## src/rtl/core/rct_ram.sv

```systemverilog
`timescale 1ns / 1ps
// Generic single-write, single-read synchronous RAM with a registered read.
// No dependencies.
module rct_ram #(
  parameter int unsigned WIDTH = 32,
  parameter int unsigned DEPTH = 64,
  localparam int unsigned AW = (DEPTH > 1) ? $clog2(DEPTH) : 1
) (
  input  logic             clk_i,
  input  logic             we_i,
  input  logic [AW-1:0]    waddr_i,
  input  logic [WIDTH-1:0] wdata_i,
  input  logic [AW-1:0]    raddr_i,
  output logic [WIDTH-1:0] rdata_o
);

  logic [WIDTH-1:0] mem_q [DEPTH];

  always_ff @(posedge clk_i) begin
    if (we_i) begin
      mem_q[waddr_i] <= wdata_i;
    end
    rdata_o <= mem_q[raddr_i];
  end

endmodule

```

## config.mk

```make
export PLATFORM = sky130hd
export DESIGN_NAME = rct_ram
export DESIGN_NICKNAME = d
export VERILOG_FILES = /design/src/rtl/core/rct_ram.sv
export SDC_FILE = /design/constraint.sdc
export NUM_CORES = 2
export LEC_CHECK = 0
export BUFFER_PORTS_ARGS = -buffer_cell sky130_fd_sc_hd__buf_2
export CAP_MARGIN = 25
export CORE_ASPECT_RATIO = 1.25
export CORE_MARGIN = 8
export CORE_UTILIZATION = 60
export DETAILED_ROUTE_END_ITERATION = 10
export PLACE_DENSITY = 0.76
export SYNTH_ARGS = -nofsm -noshare
export SYNTH_HDL_FRONTEND = slang
export SYNTH_SLANG_ARGS = --single-unit
```

## constraint.sdc

```tcl
create_clock -name clk_i -period 5 [get_ports clk_i]
set_input_delay 1 -clock clk_i [delete_from_list [all_inputs] [get_ports clk_i]]
set_output_delay 1 -clock clk_i [all_outputs]
set_load 0.005 [all_outputs]
```

==> results.json <==
{
  "status": "completed",
  "multiInputGateArea_um2": 16000,
  "fin_skew_ps": 33.7,
  "wirelength_um": 201000,
  "place_congestion": 0.850,
  "setup_tns_ps": 0,
  "dieArea_um2": 143000,
  "place_ws_ps": 718,
  "ir_drop_uv": 365,
  "antenna_found_initial": 20,
  "slew_headroom_pct": 19.6,
  "clk_pin_slew_ps": 60,
  "ys_ff_latch": 2080,
  "rsz0062_at_grt": "false",
  "worst_ep_required_time_ps": 5690,
  "finalPower_w": 0.0353,
  "crit_path_max_fanout": 82,
  "root_buffer": "clkbuf_16",
  "cts.sinks": 2080,
  "track_usage_pct": 28.2,
  "area_growth_pct": 12.6,
  "final_core_util_pct": 68.0,
  "path_cells": "buf_8 -> buf_12 -> buf_4 -> mux4_2 -> mux4_2 -> o22ai_1 -> nor2_1",
  "hold_class": "primary input to register",
  "max_stage_delay_ps": 600,
  "setup-violations-final": 0,
  "worst_path_most_repeated_cell": "mux4_2",
  "core-area_um2": 130000,
  "hold_path_depth": 1,
  "cts_hold_buffers": 0,
  "io_pins": 78,
  "vias": 38000,
  "hold_violations": 0,
  "dr.pass1.iters": 8,
  "post-cts-setup-buffer-count": 0,
  "drc": 0,
  "tightest_slew_ps": 1200,
  "critical_path_class": "primary input to register",
  "ctsLongestPathBuffers": 3,
  "crit_path_top_delay_cell": "mux4_2",
  "fin_ws_ps": 1510,
  "drt_iter0_drc": 5534,
  "grt_overflow": 0,
  "dieHeight_um": 420,
  "cts_inserted_buffers": 182,
  "yosysSeqAreaShare_pct": 79.1,
  "grt_pass1_vias": 38900,
  "clock.fmax_ghz": 0.286,
  "maxCapViolations": 0,
  "grt_max_degree": 97,
  "cts_resized": 0,
  "worstRegToRegCells": 5,
  "drive_above_1_share_pct": 30.5,
  "cp-end-kind": "register",
  "numPortBuffers": 77,
  "ys_warn_count": 0,
  "yosysUniqueCellTypes": 34,
  "fin_crit_ps": 3490,
  "syn_area_per_cell_um2": 23.6,
  "period_share_pct": 69.9,
  "register_area_um2": 62100,
  "syn_area_um2": 78500,
  "p_per_area_nw_per_um2": 400,
  "initial_core_util_pct": 60.4,
  "final_antenna_net_count": 0,
  "cp.arrival_ps": 4180,
  "grt_pass1_wl_um": 284000,
  "drv_slew": 0,
  "die_width_um": 340,
  "cp-start-kind": "primary input",
  "wl_per_cell_um": 36.8,
  "leakage_nw": 27.6,
  "syn_inst": 3324,
  "rows": 148,
  "clkLatencyLatePin_ps": 820,
  "nets": 3628,
  "syn_nets": 3370,
  "n_fill_cell": 7551,
  "dp_hpwl_um": 113000,
  "cts_tree": "done",
  "via_per_inst": 6.96,
  "htreeDepth": 4
}
[state kept, by name, summed over array words and instances, names as in the netlist]
name     count
mem_q     2048
rdata_o     32
[synthesized netlist by cell type]
| cell | number | area share [%] |
|---|---|---|
| edfxtp_1 | 2048 | 78 |
| mux4_2 | 544 | 16 |
| nor2_1 | 137 | 0.65 |
| mux2i_1 | 93 | 1.2 |
| o22ai_1 | 84 | 0.67 |
| clkbuf_1 | 74 | 0.35 |
| a21oi_1 | 62 | 0.40 |
| buf_2 | 57 | 0.36 |
| dfxtp_1 | 32 | 0.82 |
| o221ai_1 | 27 | 0.30 |
| nand2_1 | 26 | 0.12 |
| buf_4 | 25 | 0.24 |
| buf_1 | 21 | 0.10 |
| nor2b_1 | 15 | 0.12 |
| a22oi_1 | 12 | 0.11 |
| a311oi_1 | 8 | 0.089 |
| nand2b_1 | 8 | 0.064 |
| nor3_1 | 7 | 0.045 |
| buf_6 | 5 | 0.072 |
| nand3_1 | 5 | 0.032 |
| nand3b_1 | 5 | 0.048 |
| a41o_1 | 4 | 0.051 |
| and3_1 | 4 | 0.032 |
| o32ai_1 | 4 | 0.045 |
| or3_1 | 3 | 0.024 |
| or3b_2 | 3 | 0.033 |
| and2_1 | 2 | 0.016 |
| nand4_1 | 2 | 0.016 |
| or3b_1 | 2 | 0.022 |
| a31oi_1 | 1 | 0.0080 |
| nand4b_1 | 1 | 0.011 |
| or2_0 | 1 | 0.0080 |
| or2_1 | 1 | 0.0080 |
| or2_2 | 1 | 0.0080 |
[critical path, delay by kind of cell]
| family | cells | cell delay [ps] |
|---|---|---|
| compound gates | 1 | 520 |
| mux | 2 | 1000 |
| buf+inv | 3 | 1400 |
| simple gates | 1 | 110 |
[cells in the final DEF, fill, tap and decap left out, types with 4 or more instances in the layout]
cell / n
nor3_1: 5
clkinv_4: 4
buf_12: 32
o32ai_1: 4
a22oi_1: 12
o221ai_1: 27
nand3_1: 5
nor2_1: 75
clkinvlp_4: 9
a41o_1: 4
edfxtp_1: 2048
nor2b_1: 15
mux4_2: 544
diode_2: 8
o22ai_1: 84
clkbuf_16: 185
nand3b_1: 5
buf_4: 146
dfxtp_1: 32
bufinv_16: 19
nand2b_1: 7
a311oi_1: 8
buf_2: 75
clkbuf_1: 32
clkinv_8: 6
clkinv_2: 38
clkinv_1: 29
mux2i_1: 93
nor2_4: 62
nand2_1: 26
and3_1: 4
clkbuf_8: 7
a21oi_1: 62
[stage by stage]
| stage | hold slack, ps | instance area (um^2) | std cells |
|---|---|---|---|
| floorplan | 663 | 78500 | 3324 |
| global placement | 872 | 82300 | 5113 |
| detailed placement | 880 | 82300 | 5115 |
| CTS | 329 | 88200 | 5446 |
| global route | 369 | 88400 | 5454 |
| finish | 383 | 88400 | 5462 |
[final timing paths]
kind                 from            end  slack, ps
max reg2reg  mem_q[40][1]     rdata_o[1]       2580
min reg2reg  mem_q[59][4]     rdata_o[4]        900
min           wdata_i[20]  mem_q[40][20]        380
max            raddr_i[1]    rdata_o[21]       1510
[where the power goes]
| group | internal (W) | leakage (nW) | total, W | switching (W) |
|---|---|---|---|---|
| sequential | 0.0193 | 18.7 | 0.0194 | 0.0000925 |
| clock | 0.00788 | 2.90 | 0.0141 | 0.00619 |
| combinational | 0.000674 | 6.02 | 0.00186 | 0.00118 |
| total | 0.0279 | 27.6 | 0.0353 | 0.00746 |
[logic make-up after synthesis]
group                  Yosys count  share of synthesized area, %
flip-flops                    2080                          79.1
multiplexers                   637                          16.8
AND/OR/NAND/NOR                223                          1.27
AO/OA/AOI/OAI                  202                          1.67
buffers and inverters          182                          1.13
[final cells by class]
class | instances | share of cell area [%]
Antenna cell | 8 | 0.0226
Sequential cell | 2080 | 70.3
Tap cell | 1725 | 2.44
Clock buffer | 224 | 5.48
Timing Repair Buffer | 256 | 2.44
Multi-Input combinational cell | 1062 | 18.1
Clock inverter | 107 | 1.24
[per-layer routing]
| metal | routed length, um | global-route usage (%) | up-vias |
|---|---|---|---|
| met3 | 23500 | 6.01 | 488 |
| met2 | 101000 | 46.9 | 2854 |
| met5 | 77 | 0 | - |
| li1 | - | - | 14800 |
| met4 | 11200 | 13.9 | 12 |
| met1 | 65900 | 35.8 | 19900 |
No activity file was read; power rests on OpenSTA's default activity.
